## config.mk

```make
export PLATFORM = sky130hd
export DESIGN_NAME = hpt_merge
export DESIGN_NICKNAME = d
export VERILOG_FILES = /design/src/hw/rtl/hdr_pixel_tonemap_to_unorm8_top_assert.svh /design/src/hw/rtl/hpt_pkg.sv /design/src/hw/rtl/hpt_merge.sv
export SDC_FILE = /design/constraint.sdc
export NUM_CORES = 1
export LEC_CHECK = 0
export ABC_AREA = 1
export BUFFER_PORTS_ARGS = -buffer_cell sky130_fd_sc_hd__buf_2
export CORE_MARGIN = 8
export CORE_UTILIZATION = 35
export CTS_CLUSTER_DIAMETER = 200
export DETAILED_ROUTE_END_ITERATION = 10
export HOLD_SLACK_MARGIN = 0.03
export PLACE_DENSITY = 0.8
export REMOVE_ABC_BUFFERS = 1
export SLEW_MARGIN = 20
export SYNTH_ARGS = -nofsm -noshare
export SYNTH_HDL_FRONTEND = slang
export SYNTH_SLANG_ARGS = --single-unit
```

## constraint.sdc

```tcl
create_clock -name clk -period 19 [get_ports clk]
set_clock_uncertainty 0.2 [all_clocks]
set_input_delay 0.95 -clock clk [delete_from_list [all_inputs] [get_ports clk]]
set_output_delay 0.95 -clock clk [all_outputs]
set_load 0.01 [all_outputs]
```

## src/hw/rtl/hdr_pixel_tonemap_to_unorm8_top_assert.svh

```systemverilog
// Assertion macros for the HDR pixel tonemap block.
// Used by hdr_pixel_tonemap_to_unorm8_top; no other dependencies.
`ifndef HDR_PIXEL_TONEMAP_TO_UNORM8_TOP_ASSERT_SVH
`define HDR_PIXEL_TONEMAP_TO_UNORM8_TOP_ASSERT_SVH
`ifndef SYNTH
// implication checked on every rising clock edge outside reset
`define HPT_ASSERT_IMP(label, clk, rst_n, ante, cons, msg) \
    label: assert property (@(posedge clk) disable iff (!rst_n) (ante) |-> (cons)) else $error(msg);
// implication with the consequent checked in the next cycle
`define HPT_ASSERT_NXT(label, clk, rst_n, ante, cons, msg) \
    label: assert property (@(posedge clk) disable iff (!rst_n) (ante) |=> (cons)) else $error(msg);
`else
`define HPT_ASSERT_IMP(label, clk, rst_n, ante, cons, msg)
`define HPT_ASSERT_NXT(label, clk, rst_n, ante, cons, msg)
`endif
`endif

```

## src/hw/rtl/hpt_pkg.sv

```systemverilog
// Shared types, codes and helper functions of the HDR pixel tonemap block.
// No dependencies.
package hpt_pkg;

    localparam logic [1:0] MODE_HALF_TONE  = 2'd0;
    localparam logic [1:0] MODE_FLOAT_TONE = 2'd1;
    localparam logic [1:0] MODE_HALF_WIDEN = 2'd2;

    localparam int unsigned NUM_LANES = 4;
    localparam int unsigned CH_W      = 32;

    typedef struct packed {
        logic            busy;
        logic            done;
        logic [CH_W-1:0] result;
    } lane_stat_t;

    // exact binary16 -> binary32 widening
    function automatic logic [31:0] hpt_widen_half(logic [15:0] h);
        logic       sgn;
        logic [4:0] ex;
        logic [9:0] man;
        logic [3:0] k;
        logic [9:0] nm;
        logic [7:0] e32;
        sgn = h[15];
        ex  = h[14:10];
        man = h[9:0];
        k   = 4'd0;
        for (int i = 0; i < 10; i++)
        begin
            if (man[i])
            begin
                k = 4'(10 - i);
            end
        end
        nm  = man << k;
        e32 = 8'd113 - {4'd0, k};
        if (ex == 5'd0 && man == 10'd0)
        begin
            hpt_widen_half = {sgn, 31'd0};
        end
        else if (ex == 5'd0)
        begin
            hpt_widen_half = {sgn, e32, nm, 13'd0};
        end
        else if (ex == 5'h1F)
        begin
            hpt_widen_half = {sgn, 8'hFF, man, 13'd0};
        end
        else
        begin
            hpt_widen_half = {sgn, 8'({3'd0, ex} + 8'd112), man, 13'd0};
        end
    endfunction

endpackage

```

## src/hw/rtl/hpt_merge.sv

```systemverilog
// Merge stage: gathers the four lane results into the output register.
// Depends on hpt_pkg.
module hpt_merge
    import hpt_pkg::*;
(
    input  logic                      clk,
    input  logic                      rst_n,
    input  lane_stat_t                lanes [NUM_LANES],
    input  logic                      out_ready,
    output logic                      take,
    output logic                      out_valid,
    output logic [NUM_LANES*CH_W-1:0] out_data
);

    logic                      valid_reg, valid_next;
    logic [NUM_LANES*CH_W-1:0] data_reg, data_next;
    logic                      all_done;

    always_comb
    begin
        all_done = 1'b1;
        for (int i = 0; i < NUM_LANES; i++)
        begin
            all_done = all_done & lanes[i].done;
        end
        take       = all_done && (!valid_reg || out_ready);
        valid_next = take || (valid_reg && !out_ready);
        data_next  = data_reg;
        if (take)
        begin
            for (int i = 0; i < NUM_LANES; i++)
            begin
                data_next[i*CH_W +: CH_W] = lanes[i].result;
            end
        end
    end

    always_ff @(posedge clk or negedge rst_n)
    begin
        if (!rst_n)
        begin
            valid_reg <= 1'b0;
        end
        else
        begin
            valid_reg <= valid_next;
        end
    end

    always_ff @(posedge clk)
    begin
        data_reg <= data_next;
    end

    assign out_valid = valid_reg;
    assign out_data  = data_reg;

endmodule

```

# Word-level counts from Yosys, hierarchy flattened

Index checks and enable logic that the tools add are counted.

$add $sub $neg: 0
$mul: 0
Div/mod/pow operators: 0
Magnitude comparators: 0
Equal/unequal tests: 0
Shift operators: 0
Mux-type cells: 0
Bitwise logic cells: 3
Reduce and logical (&&, ||, !) cells: 6

Operators with widths:

| cell              | count |
|---|---|
| 1-bit AND         | 3 |
| 1-bit logical AND | 2 |
| 1-bit logical NOT | 2 |
| 1-bit logical OR  | 2 |

Register bits: 129
Latch bits: 0
Memory bits (writable): 0
ROM bits: 0
Output and inout bits: 130
Memories kept: 0

# Longest topological paths before layout

Word-level depth: 5
Mapped depth: 4
Depth with buffers taken out: 4

# Worst setup path before layout

Ideal clock, no wire load.

Kind: in2out
Start: input port lanes[66] (netlist name)
End: output port take
Data arrival time: 6.558 ns
Data required time: 17.850 ns
Path slack: 11.292 ns
Stages on the path: 4
Path buffers: 0
Cell sequence: nand2_1 -> inv_1 -> nand2_1 -> nor2_1

Longest elaborated chain between the ends: 3

RTL lines:

| item                   | line            | text |
|---|---|---|
| start, declared        | hpt_merge.sv:8  | `input lane_stat_t lanes [NUM_LANES],` |
| 1-bit AND (2 in a row) | hpt_merge.sv:24 | `all_done = all_done & lanes[i].done;` |
| 1-bit logical AND      | hpt_merge.sv:26 | `take = all_done && (!valid_reg \|\| out_ready);` |
| end, declared          | hpt_merge.sv:10 | `output logic take,` |

Every way passes these cells.

# Worst setup path after layout

Same ends and word-level chain as after synthesis.

==> metrics <==
status finished clean; unrepaired setup endpoints after global routing no; core area 10900 um^2; # rows 38; pin slew with the least headroom to its limit just over 0.8 ns; Initial Util 0.359; Peak Freq 301 MHz; diodes inserted 0; final setup fails 0; Arr. time, crit path 2.17 ns; FF-to-FF End out_data[113]; die footprint 14800 um^2; relative slew slack 0.449; Vias/cell 4.22; CTS max path bufs 2; Mean Syn Cell Area 28.1 um^2; post-synth design cell area 3910 um^2; TritonCTS clock tree built; Reg clk slew, reported paths approximately 0.060 ns; most frequent cells in the layout 264 x buf_2, 128 x edfxtp_1, 16 x clkbuf_16; sequential-to-total area share from yosys stat 0.990; clock period minus worst slack 3.32 ns; Hold Crit Depth 1; Critical Path Source Type primary input; Post-Route WL roughly 11000 um; GRT overflow 0; first-pass GRT wire length roughly 15000 um; worst hold start lanes[105]; die extent in y 122 um; IO Pins 269; clk sinks about 130; Max H-tree Level 4; largest net degree at the start of global routing 69; Multi-input gate area approximately 33 um^2; share of layout cells above drive strength 1 0.678; GP Congestion 0.720; antenna viol nets, final 0; vias in the first global route 2782; via count 2442; P_leak 2.56 nW; Yosys cell types 6; Req. time, crit path 17.85 ns; die width 122 um; Fin Hold WS roughly 0.42 ns; # fillers 878; total power slightly below 0.7 mW; Setup crit end kind output port; most common cell after layout, fill and taps aside buf_2; Synth Area in XOR/XNOR 0; PortBufs about 260; max-slew violations 0; max-cap viol count 0; total CTS buffers 17; Setup Total Neg Slack 0 ns; R2R cell count 5; internal reg-to-reg setup slack 16.43 ns; main combinational cell family by area after synthesis simple AND/OR/NAND/NOR gates; Synth-to-Final Area Change 54.7%; HP Class primary input to flop; post-layout util 0.555; final hold viol count 0; crit-path max FO 62; Sequential cell area 3870 um^2; Synth Area in Compound Gates 0; Remaining DRCs 0; Max VDD drop a little over 70 uV; setup ws final 15.68 ns; mux contribution to synthesized area 0; hold endpoint out_data[3]; Crit Path Class primary input to output port; final net count 564; Place WS 15.62 ns; Mapped Cells 139; Synthesis Warnings 0; Clock Latency Late Sink 0.50 ns; PwrDens 111 nW/um^2; Initial DRT Pass Iterations 4; GRT Util Overall 0.143; initial antenna violation count 1; adder-cell share of the synthesized area 0; Root Buffer Master clkbuf_8; Post-Synth Simple-Gate Area 0.00640; crit share post-route 0.175; post-DR wirelength/cell 18.6 um; FF+latch count, synth 129; FF-to-FF Start out_valid; DRC marker count from the first detailed-route iteration 103
[critical path: stages]
cell and delay, ns:
buf_2 0.09, nand2_1 0.05, inv_1 0.04, nand2_1 0.09, nor2_4 0.08, buf_4 0.59
buf_2 0.27
[logic make-up (layout without fill, tap and decap cells)]
| kind of cell | count (synthesis) | after routing |
|---|---|---|
| buffers and inverters | 4 | 303 |
| and+or+nand+nor | 6 | 6 |
| DFF | 129 | 129 |
[registers in the layout (all words and copies together) (netlist names)]
register / count
out_valid: 1
out_data: 128
[final cells by class]
cell class                 instances  share of cell area
timing repair buffer             267               0.223
clock buffer                      19              0.0697
sequential                       129               0.640
clock inverter                    13              0.0310
multi-input combinational          6             0.00538
tap                              140              0.0290
inverter                           4             0.00248
[per-layer routing]
layer | wire, um | GRT usage
met5 | 10 | 0
met4 | 125 | 0.0578
met3 | 1580 | 0.0851
met2 | 5390 | 0.241
met1 | 3660 | 0.140
[power by group]
part	switching [mW]	total [mW]	leakage (nW)	internal, mW
Clock	0.114	0.327	0.290	0.213
Combinational	0.0115	0.0245	1.09	0.0129
Sequential	0.00122	0.321	1.18	0.319
Total	0.127	0.673	2.56	0.545
[through the flow]
step	instances	instance area, um^2
3_3_place_gp	545	5430
2_1_floorplan	139	3910
4_1_cts	578	6050
6_report	578	6050
3_5_place_dp	545	5430
5_1_grt	578	6050
[how the worst max path moves through the flow]
| stage | start | endpoint | slack [ns] | cells after the start |
|---|---|---|---|---|
| after floorplan | lanes[66] | take | 11.29 | 4 |
| after detailed placement | lanes[66] | take | 15.62 | 7 |
| after CTS | lanes[66] | take | 15.63 | 7 |
| after global routing | lanes[134] | take | 15.54 | 7 |
| after global placement | lanes[66] | take | 15.67 | 7 |
| final | lanes[66] | take | 15.68 | 7 |
[cell usage after synthesis, drive strengths merged]
cell    count  area, um^2
dfrtp       1        25.0
nand2       4        15.0
inv         4        15.0
nor2        2        10.0
edfxtp    128        3840
[repair_timing]
action                                  CTS  global route
hold buffers                              1             0
endpoints found under the setup margin    0             0
hold endpoints to repair                  1             0
setup buffers                             0             0
gates resized for setup                   0             0
Note: power is estimated with default switching activity, not from simulation.
