[src/hw/rtl/hdr_pixel_tonemap_to_unorm8_top_assert.svh]
// Assertion macros for the HDR pixel tonemap block.
// Used by hdr_pixel_tonemap_to_unorm8_top; no other dependencies.
`ifndef HDR_PIXEL_TONEMAP_TO_UNORM8_TOP_ASSERT_SVH
`define HDR_PIXEL_TONEMAP_TO_UNORM8_TOP_ASSERT_SVH
`ifndef SYNTH
// implication checked on every rising clock edge outside reset
`define HPT_ASSERT_IMP(label, clk, rst_n, ante, cons, msg) \
    label: assert property (@(posedge clk) disable iff (!rst_n) (ante) |-> (cons)) else $error(msg);
// implication with the consequent checked in the next cycle
`define HPT_ASSERT_NXT(label, clk, rst_n, ante, cons, msg) \
    label: assert property (@(posedge clk) disable iff (!rst_n) (ante) |=> (cons)) else $error(msg);
`else
`define HPT_ASSERT_IMP(label, clk, rst_n, ante, cons, msg)
`define HPT_ASSERT_NXT(label, clk, rst_n, ante, cons, msg)
`endif
`endif

[src/hw/rtl/hpt_pkg.sv]
// Shared types, codes and helper functions of the HDR pixel tonemap block.
// No dependencies.
package hpt_pkg;

    localparam logic [1:0] MODE_HALF_TONE  = 2'd0;
    localparam logic [1:0] MODE_FLOAT_TONE = 2'd1;
    localparam logic [1:0] MODE_HALF_WIDEN = 2'd2;

    localparam int unsigned NUM_LANES = 4;
    localparam int unsigned CH_W      = 32;

    typedef struct packed {
        logic            busy;
        logic            done;
        logic [CH_W-1:0] result;
    } lane_stat_t;

    // exact binary16 -> binary32 widening
    function automatic logic [31:0] hpt_widen_half(logic [15:0] h);
        logic       sgn;
        logic [4:0] ex;
        logic [9:0] man;
        logic [3:0] k;
        logic [9:0] nm;
        logic [7:0] e32;
        sgn = h[15];
        ex  = h[14:10];
        man = h[9:0];
        k   = 4'd0;
        for (int i = 0; i < 10; i++)
        begin
            if (man[i])
            begin
                k = 4'(10 - i);
            end
        end
        nm  = man << k;
        e32 = 8'd113 - {4'd0, k};
        if (ex == 5'd0 && man == 10'd0)
        begin
            hpt_widen_half = {sgn, 31'd0};
        end
        else if (ex == 5'd0)
        begin
            hpt_widen_half = {sgn, e32, nm, 13'd0};
        end
        else if (ex == 5'h1F)
        begin
            hpt_widen_half = {sgn, 8'hFF, man, 13'd0};
        end
        else
        begin
            hpt_widen_half = {sgn, 8'({3'd0, ex} + 8'd112), man, 13'd0};
        end
    endfunction

endpackage

[src/hw/rtl/hpt_lane.sv]
// One channel lane: decode, 1+v add, restoring divider, UNORM8 quantize, or half widening.
// Depends on hpt_pkg.
module hpt_lane
    import hpt_pkg::*;
(
    input  logic            clk,
    input  logic            rst_n,
    input  logic            start,
    input  logic            take,
    input  logic [1:0]      mode,
    input  logic            is_alpha,
    input  logic [CH_W-1:0] raw,
    output lane_stat_t      stat
);

    localparam logic [2:0] S_IDLE = 3'd0;
    localparam logic [2:0] S_ADD  = 3'd1;
    localparam logic [2:0] S_DIV  = 3'd2;
    localparam logic [2:0] S_RND  = 3'd3;
    localparam logic [2:0] S_QMUL = 3'd4;
    localparam logic [2:0] S_QSUM = 3'd5;
    localparam logic [2:0] S_QFIN = 3'd6;
    localparam logic [2:0] S_DONE = 3'd7;

    localparam logic [7:0] EXP_ONE  = 8'd127;
    localparam logic [7:0] EXP_TINY = 8'd93;   // below 2^-34 the result is 0
    localparam logic [4:0] DIV_LAST = 5'd25;

    logic [2:0]  state_reg, state_next;
    logic [31:0] res_reg, res_next;
    logic [23:0] man_a_reg, man_a_next;
    logic [7:0]  exp_a_reg, exp_a_next;
    logic [23:0] man_b_reg, man_b_next;
    logic [7:0]  exp_b_reg, exp_b_next;
    logic [24:0] rem_reg, rem_next;
    logic [25:0] quo_reg, quo_next;
    logic [4:0]  cnt_reg, cnt_next;
    logic [32:0] xr_reg, xr_next;
    logic [34:0] sum_reg, sum_next;

    // decode
    logic [31:0] vbits;
    logic        v_sgn;
    logic [7:0]  v_exp;
    logic [22:0] v_frc;

    // 1 + v
    logic        big_v;
    logic [23:0] big_m, small_m;
    logic [7:0]  ebig, dfull, esum;
    logic [4:0]  dsh;
    logic [26:0] sm27, shd, lmask, nm;
    logic        a_stk, a_g, a_s, a_inc;
    logic [27:0] sum28;
    logic [24:0] a_m25;

    // divider step
    logic [24:0] d_diff;
    logic        d_bit;
    logic [24:0] d_rem;

    // quotient rounding
    logic signed [9:0] ediff, eq;
    logic [23:0] q_man;
    logic        q_g, q_s, q_inc;
    logic [24:0] q_m25;

    // quantize
    logic [31:0] x_prod;
    logic [23:0] x_keep;
    logic        x_g, x_s, x_inc;
    logic [24:0] x_m25;
    logic [34:0] pf, pf_mask;
    logic [5:0]  rsh;
    logic [5:0]  lead, lb;
    logic [34:0] f_low, f_rnd;
    logic        f_g, f_s, f_inc;

    always_comb
    begin
        vbits = (mode == MODE_HALF_TONE) ? hpt_widen_half(raw[15:0]) : raw;
        v_sgn = vbits[31];
        v_exp = vbits[30:23];
        v_frc = vbits[22:0];
    end

    // add 1.0 to v, round to nearest even
    always_comb
    begin
        big_v   = exp_a_reg >= EXP_ONE;
        big_m   = big_v ? man_a_reg : 24'h800000;
        small_m = big_v ? 24'h800000 : man_a_reg;
        ebig    = big_v ? exp_a_reg : EXP_ONE;
        dfull   = big_v ? (exp_a_reg - EXP_ONE) : (EXP_ONE - exp_a_reg);
        dsh     = (dfull > 8'd27) ? 5'd27 : dfull[4:0];
        sm27    = {small_m, 3'd0};
        shd     = sm27 >> dsh;
        lmask   = ~(27'h7FFFFFF << dsh);
        a_stk   = |(sm27 & lmask);
        sum28   = {1'b0, big_m, 3'd0} + {1'b0, shd[26:1], shd[0] | a_stk};
        if (sum28[27])
        begin
            nm   = {sum28[27:2], sum28[1] | sum28[0]};
            esum = ebig + 8'd1;
        end
        else
        begin
            nm   = sum28[26:0];
            esum = ebig;
        end
        a_g   = nm[2];
        a_s   = |nm[1:0];
        a_inc = a_g & (a_s | nm[3]);
        a_m25 = {1'b0, nm[26:3]} + {24'd0, a_inc};
    end

    always_comb
    begin
        d_diff = rem_reg - {1'b0, man_b_reg};
        d_bit  = rem_reg >= {1'b0, man_b_reg};
        d_rem  = d_bit ? d_diff : rem_reg;
    end

    always_comb
    begin
        ediff = $signed({2'd0, exp_a_reg}) - $signed({2'd0, exp_b_reg}) + 10'sd126;
        if (quo_reg[25])
        begin
            q_man = quo_reg[25:2];
            q_g   = quo_reg[1];
            q_s   = quo_reg[0] | (rem_reg != 25'd0);
            eq    = ediff + 10'sd1;
        end
        else
        begin
            q_man = quo_reg[24:1];
            q_g   = quo_reg[0];
            q_s   = rem_reg != 25'd0;
            eq    = ediff;
        end
        q_inc = q_g & (q_s | q_man[0]);
        q_m25 = {1'b0, q_man} + {24'd0, q_inc};
    end

    // t*255 rounded to 24 significant bits, held as an integer
    always_comb
    begin
        x_prod = man_a_reg * 8'd255;
        if (x_prod[31])
        begin
            x_keep = x_prod[31:8];
            x_g    = x_prod[7];
            x_s    = |x_prod[6:0];
        end
        else
        begin
            x_keep = x_prod[30:7];
            x_g    = x_prod[6];
            x_s    = |x_prod[5:0];
        end
        x_inc = x_g & (x_s | x_keep[0]);
        x_m25 = {1'b0, x_keep} + {24'd0, x_inc};
    end

    // p in fixed point with 26 fraction bits, sticky in bit 0
    always_comb
    begin
        rsh     = 6'd0;
        pf_mask = '0;
        if (exp_a_reg >= 8'd124)
        begin
            pf = {2'd0, xr_reg} << 2'(exp_a_reg - 8'd124);
        end
        else
        begin
            rsh     = 6'(8'd124 - exp_a_reg);
            pf_mask = ~(35'h7FFFFFFFF << rsh);
            pf      = ({2'd0, xr_reg} >> rsh) | {34'd0, |({2'd0, xr_reg} & pf_mask)};
        end
    end

    // round p+0.5 to 24 significant bits, keep the integer part
    always_comb
    begin
        lead = 6'd25;
        for (int i = 25; i < 34; i++)
        begin
            if (sum_reg[i])
            begin
                lead = 6'(i);
            end
        end
        lb    = lead - 6'd23;
        f_low = ~(35'h7FFFFFFFF << lb);
        f_g   = sum_reg[lb - 6'd1];
        f_s   = |(sum_reg & (f_low >> 1));
        f_inc = f_g & (f_s | sum_reg[lb]);
        f_rnd = (sum_reg & ~f_low) + (f_inc ? (35'd1 << lb) : 35'd0);
    end

    always_comb
    begin
        state_next = state_reg;
        res_next   = res_reg;
        man_a_next = man_a_reg;
        exp_a_next = exp_a_reg;
        man_b_next = man_b_reg;
        exp_b_next = exp_b_reg;
        rem_next   = rem_reg;
        quo_next   = quo_reg;
        cnt_next   = cnt_reg;
        xr_next    = xr_reg;
        sum_next   = sum_reg;
        unique case (state_reg)
            S_IDLE:
            begin
                if (start)
                begin
                    state_next = S_DONE;
                    res_next   = 32'd0;
                    man_a_next = {1'b1, v_frc};
                    exp_a_next = v_exp;
                    if (mode == MODE_HALF_WIDEN)
                    begin
                        res_next = hpt_widen_half(raw[15:0]);
                    end
                    else if (mode == MODE_HALF_TONE || mode == MODE_FLOAT_TONE)
                    begin
                        if (v_exp == 8'hFF)
                        begin
                            // +inf: alpha saturates, color gives NaN -> 0
                            if (v_frc == 23'd0 && !v_sgn && is_alpha)
                            begin
                                res_next = 32'd255;
                            end
                        end
                        else if (!v_sgn && v_exp >= EXP_TINY)
                        begin
                            if (!is_alpha)
                            begin
                                state_next = S_ADD;
                            end
                            else if (v_exp >= EXP_ONE)
                            begin
                                res_next = 32'd255;
                            end
                            else
                            begin
                                state_next = S_QMUL;
                            end
                        end
                    end
                end
            end
            S_ADD:
            begin
                man_b_next = a_m25[24] ? 24'h800000 : a_m25[23:0];
                exp_b_next = a_m25[24] ? esum + 8'd1 : esum;
                rem_next   = {1'b0, man_a_reg};
                quo_next   = 26'd0;
                cnt_next   = 5'd0;
                state_next = S_DIV;
            end
            S_DIV:
            begin
                quo_next = {quo_reg[24:0], d_bit};
                rem_next = {d_rem[23:0], 1'b0};
                cnt_next = cnt_reg + 5'd1;
                if (cnt_reg == DIV_LAST)
                begin
                    state_next = S_RND;
                end
            end
            S_RND:
            begin
                man_a_next = q_m25[24] ? 24'h800000 : q_m25[23:0];
                exp_a_next = q_m25[24] ? 8'(eq + 10'sd1) : eq[7:0];
                if (eq >= 10'sd127 || q_m25[24] && eq >= 10'sd126)
                begin
                    res_next   = 32'd255;
                    state_next = S_DONE;
                end
                else if (eq < 10'sd93)
                begin
                    res_next   = 32'd0;
                    state_next = S_DONE;
                end
                else
                begin
                    state_next = S_QMUL;
                end
            end
            S_QMUL:
            begin
                xr_next    = x_prod[31] ? ({8'd0, x_m25} << 8) : ({8'd0, x_m25} << 7);
                state_next = S_QSUM;
            end
            S_QSUM:
            begin
                sum_next   = pf + (35'd1 << 25);
                state_next = S_QFIN;
            end
            S_QFIN:
            begin
                res_next   = {24'd0, f_rnd[33:26]};
                state_next = S_DONE;
            end
            S_DONE:
            begin
                if (take)
                begin
                    state_next = S_IDLE;
                end
            end
            default:
            begin
                state_next = S_IDLE;
            end
        endcase
    end

    always_ff @(posedge clk or negedge rst_n)
    begin
        if (!rst_n)
        begin
            state_reg <= S_IDLE;
        end
        else
        begin
            state_reg <= state_next;
        end
    end

    always_ff @(posedge clk)
    begin
        res_reg   <= res_next;
        man_a_reg <= man_a_next;
        exp_a_reg <= exp_a_next;
        man_b_reg <= man_b_next;
        exp_b_reg <= exp_b_next;
        rem_reg   <= rem_next;
        quo_reg   <= quo_next;
        cnt_reg   <= cnt_next;
        xr_reg    <= xr_next;
        sum_reg   <= sum_next;
    end

    assign stat.busy   = state_reg != S_IDLE;
    assign stat.done   = state_reg == S_DONE;
    assign stat.result = res_reg;

endmodule

[config.mk]
export PLATFORM = sky130hd
export DESIGN_NAME = hpt_lane
export DESIGN_NICKNAME = d
export VERILOG_FILES = /design/src/hw/rtl/hdr_pixel_tonemap_to_unorm8_top_assert.svh /design/src/hw/rtl/hpt_pkg.sv /design/src/hw/rtl/hpt_lane.sv
export SDC_FILE = /design/constraint.sdc
export NUM_CORES = 1
export LEC_CHECK = 0
export BUFFER_PORTS_ARGS = -buffer_cell sky130_fd_sc_hd__clkbuf_2
export CORE_MARGIN = 2
export CORE_UTILIZATION = 28
export CTS_BUF_LIST = sky130_fd_sc_hd__clkbuf_2
export CTS_CLUSTER_DIAMETER = 200
export DETAILED_ROUTE_END_ITERATION = 10
export PLACE_DENSITY_LB_ADDON = 0.12
export SETUP_SLACK_MARGIN = 0.02
export SLEW_MARGIN = 30
export SYNTH_ARGS = -nofsm -noshare
export SYNTH_HDL_FRONTEND = slang
export SYNTH_SLANG_ARGS = --single-unit
[constraint.sdc]
create_clock -name clk -period 13.7 [get_ports clk]
set_input_delay 1.37 -clock clk [delete_from_list [all_inputs] [get_ports clk]]
set_output_delay 1.37 -clock clk [all_outputs]
set_load 0.01 [all_outputs]
-- Word level (Yosys, flattened, before mapping)
Cells that the tools add are included.
- flip-flop bits (word level): 223
- bits in latches: 0
- bits in writable memories: 0
- ROM bits: 0
- input bits: 39
- output and inout port bits: 34
- memories kept: 0
- $add $sub $neg: 23
- $mul: 1
- div/mod/pow operators: 0
- order comparisons: 11
- eq/ne operators: 16
- shift-type cells: 9
- muxes and demuxes: 82
- bitwise operators: 20
- reduce and logical (&&, ||, !) cells: 27
- operator list (cell ; count):
    32-bit two-way mux ; 8
    24-bit two-way mux ; 7
    31-bit two-way mux ; 5
    32-bit case mux with 3 select lines ; 1
    8-bit two-way mux ; 10
    24-bit by 1-bit adder with 25-bit output ; 3
    35-bit inverter ; 2
    35-bit OR reduction ; 2
    35-bit by 6-bit << shifter with 35-bit output (first input constant) ; 2
    4-bit two-way mux ; 13
    26-bit case mux with 2 select lines ; 1
    25-bit case mux with 2 select lines ; 1
    24-bit case mux with 2 select lines ; 1
    6-bit two-way mux ; 7
    35-bit by 26-bit adder with 35-bit output (second input constant) ; 1
    33-bit by 35-bit AND with 35-bit output ; 1
    35-bit by 34-bit AND with 35-bit output ; 1
    35-bit two-way mux ; 1
    35-bit by 1-bit bitwise OR with 35-bit output ; 1
    33-bit by 2-bit << shifter with 35-bit output ; 1
    33-bit by 6-bit >> shifter with 35-bit output ; 1
    34-bit adder ; 1
    34-bit AND ; 1
    34-bit two-way mux ; 1
    other kinds (68) ; 116

-- Longest topological paths before layout
Gate-level depths: netlist (run 1).
- word-level depth: 23
- depth in mapped cells: 41
- mapped depth without buffers: 32

-- Worst setup path after synthesis (run 1)
Ideal clock, no wire load.
- kind: register to register
- start point: register exp_a_reg[0]
- end point: register man_b_reg[22], data pin
- setup time: 0.257 ns
- arrival time: 8.440 ns
- setup slack: 5.003 ns
- stages on the path, launching flop included: 40
- cells stage by stage: edfxtp_1 -> clkbuf_1 -> clkinv_1 -> clkbuf_1 -> buf_1 -> clkbuf_1 -> ha_1 -> clkbuf_1 -> a21o_1 -> nor3_1 -> clkbuf_1 -> clkbuf_1 -> nand2_1 -> o211ai_1 -> a21oi_1 -> a2111oi_0 -> a21oi_1 -> o22ai_1 -> (+4 left out) -> o21ai_1 -> o211ai_1 -> a31oi_1 -> clkbuf_1 -> clkbuf_1 -> buf_1 -> buf_1 -> nor2_1 -> a21oi_1 -> ha_1 -> nand2_1 -> nor2_1 -> nand3_1 -> o21ai_0 -> nand3_1 -> or3_1 -> a32oi_1 -> nand2b_1
- word-level cells in the longest chain between the ends: 16
- elaborated cells on any way between the ends: 21
- RTL lines (what ; RTL line ; text):
    start, declared ; hpt_lane.sv:32 ; logic [7:0] exp_a_reg, exp_a_next;
    start signal, assigned ; hpt_lane.sv:338 ; exp_a_reg <= exp_a_next;
    7-bit by 8-bit subtractor with 8-bit output (tied with other cells) ; hpt_lane.sv:94 ; dfull = big_v ? (exp_a_reg - EXP_ONE) : (EXP_ONE - exp_a_reg);
    8-bit two-way mux ; hpt_lane.sv:94 ;
    8-bit by 5-bit greater-than comparator with 1-bit output ; hpt_lane.sv:95 ; dsh = (dfull > 8'd27) ? 5'd27 : dfull[4:0];
    5-bit two-way mux ; hpt_lane.sv:95 ;
    27-bit by 5-bit << shifter with 27-bit output ; hpt_lane.sv:98 ; lmask = ~(27'h7FFFFFF << dsh);
    27-bit inverter ; hpt_lane.sv:98 ;
    27-bit AND ; hpt_lane.sv:99 ; a_stk = |(sm27 & lmask);
    27-bit OR reduction ; hpt_lane.sv:99 ;
    1-bit bitwise OR ; hpt_lane.sv:100 ; sum28 = {1'b0, big_m, 3'd0} + {1'b0, shd[26:1], shd[0] | a_stk};
    27-bit by 27-bit adder with 28-bit output * ; hpt_lane.sv:100 ;
    1-bit bitwise OR ; hpt_lane.sv:103 ; nm = {sum28[27:2], sum28[1] | sum28[0]};
    27-bit two-way mux * ; hpt_lane.sv:101 ; if (sum28[27])
    2-bit OR reduction ; hpt_lane.sv:112 ; a_s = |nm[1:0];
    1-bit bitwise OR ; hpt_lane.sv:113 ; a_inc = a_g & (a_s | nm[3]);
    1-bit AND ; hpt_lane.sv:113 ;
    24-bit by 1-bit adder with 25-bit output * ; hpt_lane.sv:114 ; a_m25 = {1'b0, nm[26:3]} + {24'd0, a_inc};
    end signal, assigned ; hpt_lane.sv:339 ; man_b_reg <= man_b_next;
    end, declared ; hpt_lane.sv:33 ; logic [23:0] man_b_reg, man_b_next;
Mark *: on every way between the ends. The rest lies on a longest branch, timed or not.
A chain may end at the register's enable or synchronous reset.

-- Final worst setup path (run 1)
- start point: register exp_a_reg[0]
- end point: register exp_b_reg[3], data pin
- word-level cells in the longest chain between the ends: 17
- elaborated cells on any way between the ends: 26
- RTL lines (what ; RTL line ; text):
    7-bit by 8-bit subtractor with 8-bit output (tied with other cells) ; hpt_lane.sv:94 ;
    8-bit two-way mux ; hpt_lane.sv:94 ;
    8-bit by 5-bit greater-than comparator with 1-bit output ; hpt_lane.sv:95 ;
    5-bit two-way mux ; hpt_lane.sv:95 ;
    27-bit by 5-bit << shifter with 27-bit output ; hpt_lane.sv:98 ;
    27-bit inverter ; hpt_lane.sv:98 ;
    27-bit AND ; hpt_lane.sv:99 ;
    27-bit OR reduction ; hpt_lane.sv:99 ;
    1-bit bitwise OR ; hpt_lane.sv:100 ;
    27-bit by 27-bit adder with 28-bit output ; hpt_lane.sv:100 ;
    1-bit bitwise OR ; hpt_lane.sv:103 ;
    27-bit two-way mux ; hpt_lane.sv:101 ;
    2-bit OR reduction ; hpt_lane.sv:112 ;
    1-bit bitwise OR ; hpt_lane.sv:113 ;
    1-bit AND ; hpt_lane.sv:113 ;
    24-bit by 1-bit adder with 25-bit output ; hpt_lane.sv:114 ;
    8-bit two-way mux * ; hpt_lane.sv:258 ; exp_b_next = a_m25[24] ? esum + 8'd1 : esum;
    end signal, assigned ; hpt_lane.sv:340 ; exp_b_reg <= exp_b_next;
    end, declared ; hpt_lane.sv:34 ; logic [7:0] exp_b_reg, exp_b_next;
Marks and branches as above.

==> results of run 1 <==
## cells in the mapped netlist (46+ instances only)
cell type / instances / area [sq um]
xor2_1: 74 / 648.1
nor2b_1: 48 / 300.3
clkbuf_1: 158 / 593.1
edfxtp_1: 206 / 6186
a211oi_1: 55 / 412.9
nor3_1: 81 / 405.4
ha_1: 169 / 2115
o21ai_0: 195 / 975.9
and2_1: 64 / 400.4
a21oi_1: 215 / 1076
inv_1: 217 / 814.5
a21o_1: 46 / 345.3
mux2i_1: 105 / 1051
xnor2_1: 120 / 1051
nand3_1: 102 / 510.5
nand2_1: 318 / 1194
nor2_1: 293 / 1100
fa_1: 113 / 2262
## worst paths after layout
| kind | slack [ns] | to | cells past startpoint | startpoint |
|---|---|---|---|---|
| max in group asynchronous | 13.38 | state_reg[2] | 1 | rst_n |
| min in group clk | 0.64 | cnt_reg[4] | 2 | cnt_reg[4] |
| setup / recovery | 4.25 | exp_b_reg[3] | 34 | exp_a_reg[0] |
| hold reg to reg | 0.64 | cnt_reg[4] | 2 | cnt_reg[4] |
| hold / removal | 0.20 | state_reg[1] | 1 | rst_n |
| setup reg to reg | 4.25 | exp_b_reg[3] | 34 | exp_a_reg[0] |
## per-layer routing
layer	wire length [um]	track usage, %
met4	2393	5.346
met3	4111	2.549
met5	0	0
met2	45220	31.58
met1	46660	27.60
## cell type report
| type | count | area share (%) |
|---|---|---|
| multi-input combinational | 2666 | 65.61 |
| inverter | 220 | 2.800 |
| sequential | 209 | 21.23 |
| clock buffer | 86 | 1.459 |
| clock inverter | 30 | 0.5854 |
| antenna | 1 | 0.008484 |
| timing repair buffer | 138 | 2.944 |
| tap | 1265 | 5.366 |
## per-stage QoR
step / util [%] / cells / hold slack [ns] / setup WS (ns)
finish: 30.95 / 4615 / 0.2005 / 4.252
global route: 30.95 / 4615 / 0.05518 / 3.405
floorplan: - / 3285 / 0.5789 / 5.003
global placement: 30.32 / 4498 / 0.6030 / 4.573
detailed placement: 30.32 / 4498 / 0.6092 / 4.399
CTS: 30.95 / 4614 / 0.01055 / 4.391
## layout by cell type, fill, tap and decap left out, types with 46 or more instances in the layout
cell	synthesis	routed
ha_1	169	169
nand3_1	102	102
nor2_1	293	292
a211oi_1	55	54
and2_1	64	64
nand2_1	318	318
clkbuf_2	0	153
edfxtp_1	206	206
a21oi_1	215	213
a21o_1	46	46
inv_1	217	217
fa_1	113	113
xnor2_1	120	118
nor2b_1	48	48
buf_4	6	71
xor2_1	74	73
o21ai_0	195	194
nor3_1	81	80
mux2i_1	105	105
## worst max-delay path, delay by kind of cell, from the launching register on
family	cells	cell delay, ns
AO/OA/AOI/OAI	14	3.79
XOR/XNOR	1	0.16
adder cells (fa/ha/maj)	3	0.92
buffers and inverters	4	1.76
flip-flops	1	0.33
AND/OR/NAND/NOR	12	2.13
## cell families (layout without fill, tap and decap cells)
group,count (synthesis),after routing,share of synthesized area [%]
multiplexers,152,152,6.519
other,1,23,0.01389
XOR/XNOR,195,195,6.375
adder cells (fa/ha/maj),282,282,16.21
buffers and inverters,410,474,5.791
AO/OA/AOI/OAI,879,879,21.51
flip-flops,209,209,23.18
AND/OR/NAND/NOR,1136,1136,20.40
==> impl_metrics.env, run 1 <==
export IMPL_status="completed"
export IMPL_drc=0
export IMPL_cts_setup_buffers=0
export IMPL_fill_cells=10290
export IMPL_die_area_sq_um=98950
export IMPL_ys_types=95
export IMPL_layout_drive_gt1_share_pct=10.21
export IMPL_root_buffer="clkbuf_2"
export IMPL_min_path_type="input pin to async pin"
export IMPL_cp_data_arrival_time_ns=10.15
export IMPL_htree_levels=3
export IMPL_antenna_found_initial=1
export IMPL_max_freq_mhz=105.8
export IMPL_dp_final_hpwl_um=75810
export IMPL_vias_per_cell=5.333
export IMPL_tns_ns=0
export IMPL_largest_reg_flops=34
export IMPL_seqCellArea_sq_um=6261
export IMPL_io_pins=73
export IMPL_startpoint_type="flop"
export IMPL_crit_fanout=81
export IMPL_setup_viol=0
export IMPL_track_usage_pct=19.65
export IMPL_cpMostUsedCell="nand2_1"
export IMPL_nets=3622
export IMPL_critPathKind="flop to flop"
export IMPL_syn_area_per_cell_sq_um=8.274
export IMPL_die_h_um=314.6
export IMPL_yosys_warnings=0
export IMPL_dr_pass1_iters=5
export IMPL_grt_pass1_wl_um=151000
export IMPL_cts_buffers=66
export IMPL_ys_flop_type="edfxtp_1"
export IMPL_placed_area_sq_um=28890
export IMPL_max_cap_violations=0
export IMPL_cts_sinks=209
export IMPL_slew_viol_final=0
export IMPL_drt_total_wl_um=98380
export IMPL_place_congestion=0.9009
export IMPL_grt_max_degree=82
export IMPL_relSlewSlack_pct=33.26
export IMPL_synthArstFlopShare_pct=1.435
export IMPL_start_util_pct=28.34
export IMPL_ctsResizeCount=0
export IMPL_period_needed_ns=9.448
export IMPL_netlist_instances=3264
export IMPL_vias=24610
export IMPL_cp_end_kind="flop"
export IMPL_postRouteAntennaNets=0
export IMPL_core_area_sq_um=95290
export IMPL_synth_edf_count=206
export IMPL_fin_area_sq_um=29490
export IMPL_critPathRequiredTime_ns=14.40
export IMPL_syn2layout_area_growth_pct=9.215
export IMPL_grt_pass1_vias=24080
export IMPL_fin_skew_ns=0.1149
export IMPL_clk_latency_ns=1.03
export IMPL_drt_initial_drc_count=2072
export IMPL_tightest_slew_ns=0.9944
export IMPL_yosysSeqAreaShare_pct=23.18
export IMPL_cts_max_path_buffers=3
export IMPL_postCtsHoldBufs=0
export IMPL_rsz0062_at_grt="no"
export IMPL_cp_slowest_cell="buf_4"
export IMPL_post_route_period_util_pct=68.96
export IMPL_cts_tree="done"
export IMPL_rows=113
export IMPL_fp_dieW_um=314.6
export IMPL_hold_viol=0
export IMPL_post_drt_wl_per_cell_um=21.32
export IMPL_grt_overflow=0
export IMPL_ys_ff_latch=209
export IMPL_netlist_area_sq_um=27010
export IMPL_portBuffers=67
export IMPL_clk_pin_slew_worst_paths_ns=0.10
export IMPL_multiInputGateArea_sq_um=19350
export IMPL_cp_slowest_stage_delay_ns=0.78
Power of run 1 is left out: the tool's default activity adds up to more than one toggle a clock period on the data nets, which glitch-free logic cannot reach.
==> run 2, diff against run 1 <==
--- a/config.mk
+++ b/config.mk
@@ -5,6 +5,7 @@
 export SDC_FILE = /design/constraint.sdc
 export NUM_CORES = 1
 export LEC_CHECK = 0
+export ABC_AREA = 1
 export BUFFER_PORTS_ARGS = -buffer_cell sky130_fd_sc_hd__clkbuf_2
 export CORE_MARGIN = 2
 export CORE_UTILIZATION = 28
==> constraint.sdc (replaced) <==
create_clock -name clk -period 9.4 [get_ports clk]
set_input_delay 0.94 -clock clk [delete_from_list [all_inputs] [get_ports clk]]
set_output_delay 0.94 -clock clk [all_outputs]
set_load 0.01 [all_outputs]
==> run 2 against run 1 <==
Against the previous run:
- global-route usage is essentially flat
- clock-buffer cell count shrank 8
- synthesized area shrank 0.45%
- clock skew shrank 0.041 ns
- synthesized cell count grew 19%
- critical path depth grew 12
- fmax grew 23%
- die area shrank 0.44%
- critical endpoint unchanged
- largest cell class unchanged
==> impl_metrics.env, run 2 <==
export IMPL_slew_viol_final=0
export IMPL_cp_end_kind="flop"
export IMPL_dr_pass1_iters=6
export IMPL_antenna_found_initial=4
export IMPL_rows=113
export IMPL_cts_max_path_buffers=3
export IMPL_root_buffer="clkbuf_2"
export IMPL_cts_setup_buffers=0
export IMPL_largest_reg_flops=34
export IMPL_netlist_instances=3892
export IMPL_crit_fanout=39
export IMPL_ys_types=78
export IMPL_portBuffers=67
export IMPL_synth_edf_count=206
export IMPL_drc=0
export IMPL_holdWs_ns=0.1614
export IMPL_cts_tree="done"
export IMPL_synthXorXnorAreaFrac_pct=4.696
export IMPL_relSlewSlack_pct=41.74
export IMPL_yosys_warnings=0
export IMPL_min_path_type="input pin to async pin"
export IMPL_layout_commonest_cell="nand2_1"
export IMPL_dp_final_hpwl_um=79230
export IMPL_vias_per_cell=5.004
export IMPL_place_congestion=0.9284
export IMPL_htree_levels=2
export IMPL_fill_cells=10670
export IMPL_synthArstFlopShare_pct=1.435
export IMPL_max_cap_violations=0
export IMPL_grt_pass1_vias=25710
export IMPL_fin_skew_ns=0.07406
export IMPL_nets=4264
export IMPL_io_pins=73
export IMPL_synth_fa_ha_area_share_pct=16.28
export IMPL_drt_initial_drc_count=2077
export IMPL_tightest_slew_ns=0.8740
export IMPL_startpoint_type="flop"
export IMPL_cpMostUsedCell="nand2_1"
export IMPL_synthTopCellsByArea="edfxtp_1, nand2_1, fa_1"
export IMPL_cts_buffers=61
export IMPL_critPathRequiredTime_ns=10.30
export IMPL_die_area_sq_um=98510
export IMPL_cp_data_arrival_time_ns=8.57
export IMPL_rsz0062_at_grt="no"
export IMPL_synth_top_family_by_area="simple AND/OR/NAND/NOR gates"
export IMPL_grt_overflow=0
export IMPL_yosys_area_share_simple_pct=28.75
export IMPL_post_drt_wl_per_cell_um=18.56
export IMPL_cp_slowest_cell="edfxtp_1"
export IMPL_cp_slowest_stage_delay_ns=0.65
export IMPL_netlist_area_sq_um=26880
export IMPL_start_util_pct=28.30
export IMPL_final_cell_mix="nand2_1, inv_1, nor2_1"
export IMPL_die_h_um=313.9
export IMPL_grt_pass1_wl_um=151500
export IMPL_setup_viol=0
export IMPL_post_route_period_util_pct=81.65
export IMPL_max_freq_mhz=130.3
export IMPL_cts_sinks=209
export IMPL_timing_final_ws_setup_ns=1.725
export IMPL_synth_largest_area_cell="edfxtp_1"
export IMPL_synthMuxAreaShare_pct=0.3723
export IMPL_layout_drive_gt1_share_pct=7.393
export IMPL_synth_compound_area_share_pct=16.46
export IMPL_hold_viol=0
export IMPL_track_usage_pct=19.64
export IMPL_fp_dieW_um=313.9
export IMPL_syn_area_per_cell_sq_um=6.908
export IMPL_place_ws_ns=1.842
export IMPL_yosysSeqAreaShare_pct=23.29
export IMPL_core_area_sq_um=95010
export IMPL_period_needed_ns=7.675
export IMPL_netlist_top_cells_count="nand2_1, inv_1, nor2_1, o21ai_0, nand3_1"
export IMPL_vias=26320
export IMPL_clk_latency_ns=1.15
export IMPL_tns_ns=0
export IMPL_ys_flop_type="edfxtp_1"
export IMPL_syn2layout_area_growth_pct=8.484
export IMPL_drt_total_wl_um=97620
export IMPL_clk_pin_slew_worst_paths_ns=0.12
export IMPL_postRouteAntennaNets=0
export IMPL_critPathKind="flop to flop"
export IMPL_yosysMostFrequentCell="nand2_1"
export IMPL_status="completed"
export IMPL_ys_ff_latch=209
export IMPL_yosysTopAreaCellShare_pct=23.01
export IMPL_grt_max_degree=56
run 2: changes by cell type in the layout (fill, tap and decap cells not counted), moves of 62 or more:
cell,change
and2_1,-62
nor2_1,+101
nand2_1,+580
xnor2_1,-71
mux2i_1,-95
nand3_1,+167
inv_1,+319
o21ai_0,+168
run 2: path summary, 6_finish.rpt:
kind	slack (ns)	cells after the start	end	start
hold / removal	0.16	2	state_reg[2]	rst_n
hold reg to reg	0.58	3	state_reg[0]	state_reg[0]
setup reg to reg	1.72	46	exp_b_reg[3]	exp_a_reg[2]
min in group clk	0.28	3	res_reg[31]	raw[15]
max in group asynchronous	9.08	2	state_reg[0]	rst_n
setup / recovery	1.72	46	exp_b_reg[3]	exp_a_reg[2]
run 2: per-stage QoR:
step	utilization, %	cell area (sq um)	instances
floorplan	-	26960	3913
global placement	29.98	28480	5141
detailed placement	30.01	28510	5142
CTS	30.67	29140	5254
global route	30.69	29160	5257
finish	30.70	29170	5259
run 2: final cells by class:
| class | count | area (sq um) | area share [%] |
|---|---|---|---|
| multi-input combinational | 3017 | 18010 | 61.76 |
| sequential | 209 | 6261 | 21.47 |
| inverter | 555 | 2083 | 7.143 |
| tap | 1265 | 1583 | 5.427 |
| timing repair buffer | 99 | 608.1 | 2.085 |
| clock buffer | 78 | 390.4 | 1.338 |
| clock inverter | 32 | 216.5 | 0.7422 |
| antenna | 4 | 10.01 | 0.03432 |
run 2: worst max-delay path, delay by kind of cell, from the launching register on:
kind | cells | cell delay [ns]
flops | 1 | 0.65
simple gates | 27 | 3.63
fa+ha+maj | 3 | 0.63
compound gates | 7 | 0.96
buf+inv | 8 | 1.45
xor+xnor | 1 | 0.08
run 2: kinds of logic (layout without fill, tap and decap cells):
| kind of cell | after synthesis | after routing |
|---|---|---|
| other | 1 | 26 |
| AO/OA/AOI/OAI | 779 | 779 |
| flip-flops | 209 | 209 |
| multiplexers | 10 | 10 |
| AND/OR/NAND/NOR | 1782 | 1782 |
| XOR/XNOR | 142 | 142 |
| buffers and inverters | 687 | 764 |
| adder cells (fa/ha/maj) | 282 | 282 |
run 2: repair_timing:
action | CTS | global route
gates resized for setup | 0 | 0
endpoints found under the hold margin | 5 | 0
hold buffers | 2 | 0
setup endpoints to repair | 0 | 0
run 2: routing by layer:
layer / track usage (%) / wire (um) / vias to the layer above
met5: 0 / 13 / -
met4: 6.144 / 3028 / 2
met3: 2.078 / 4182 / 148
met2: 33.08 / 45640 / 666
met1: 26.33 / 44750 / 12410
li1: - / - / 13090
Power of run 2 is left out for the same reason.
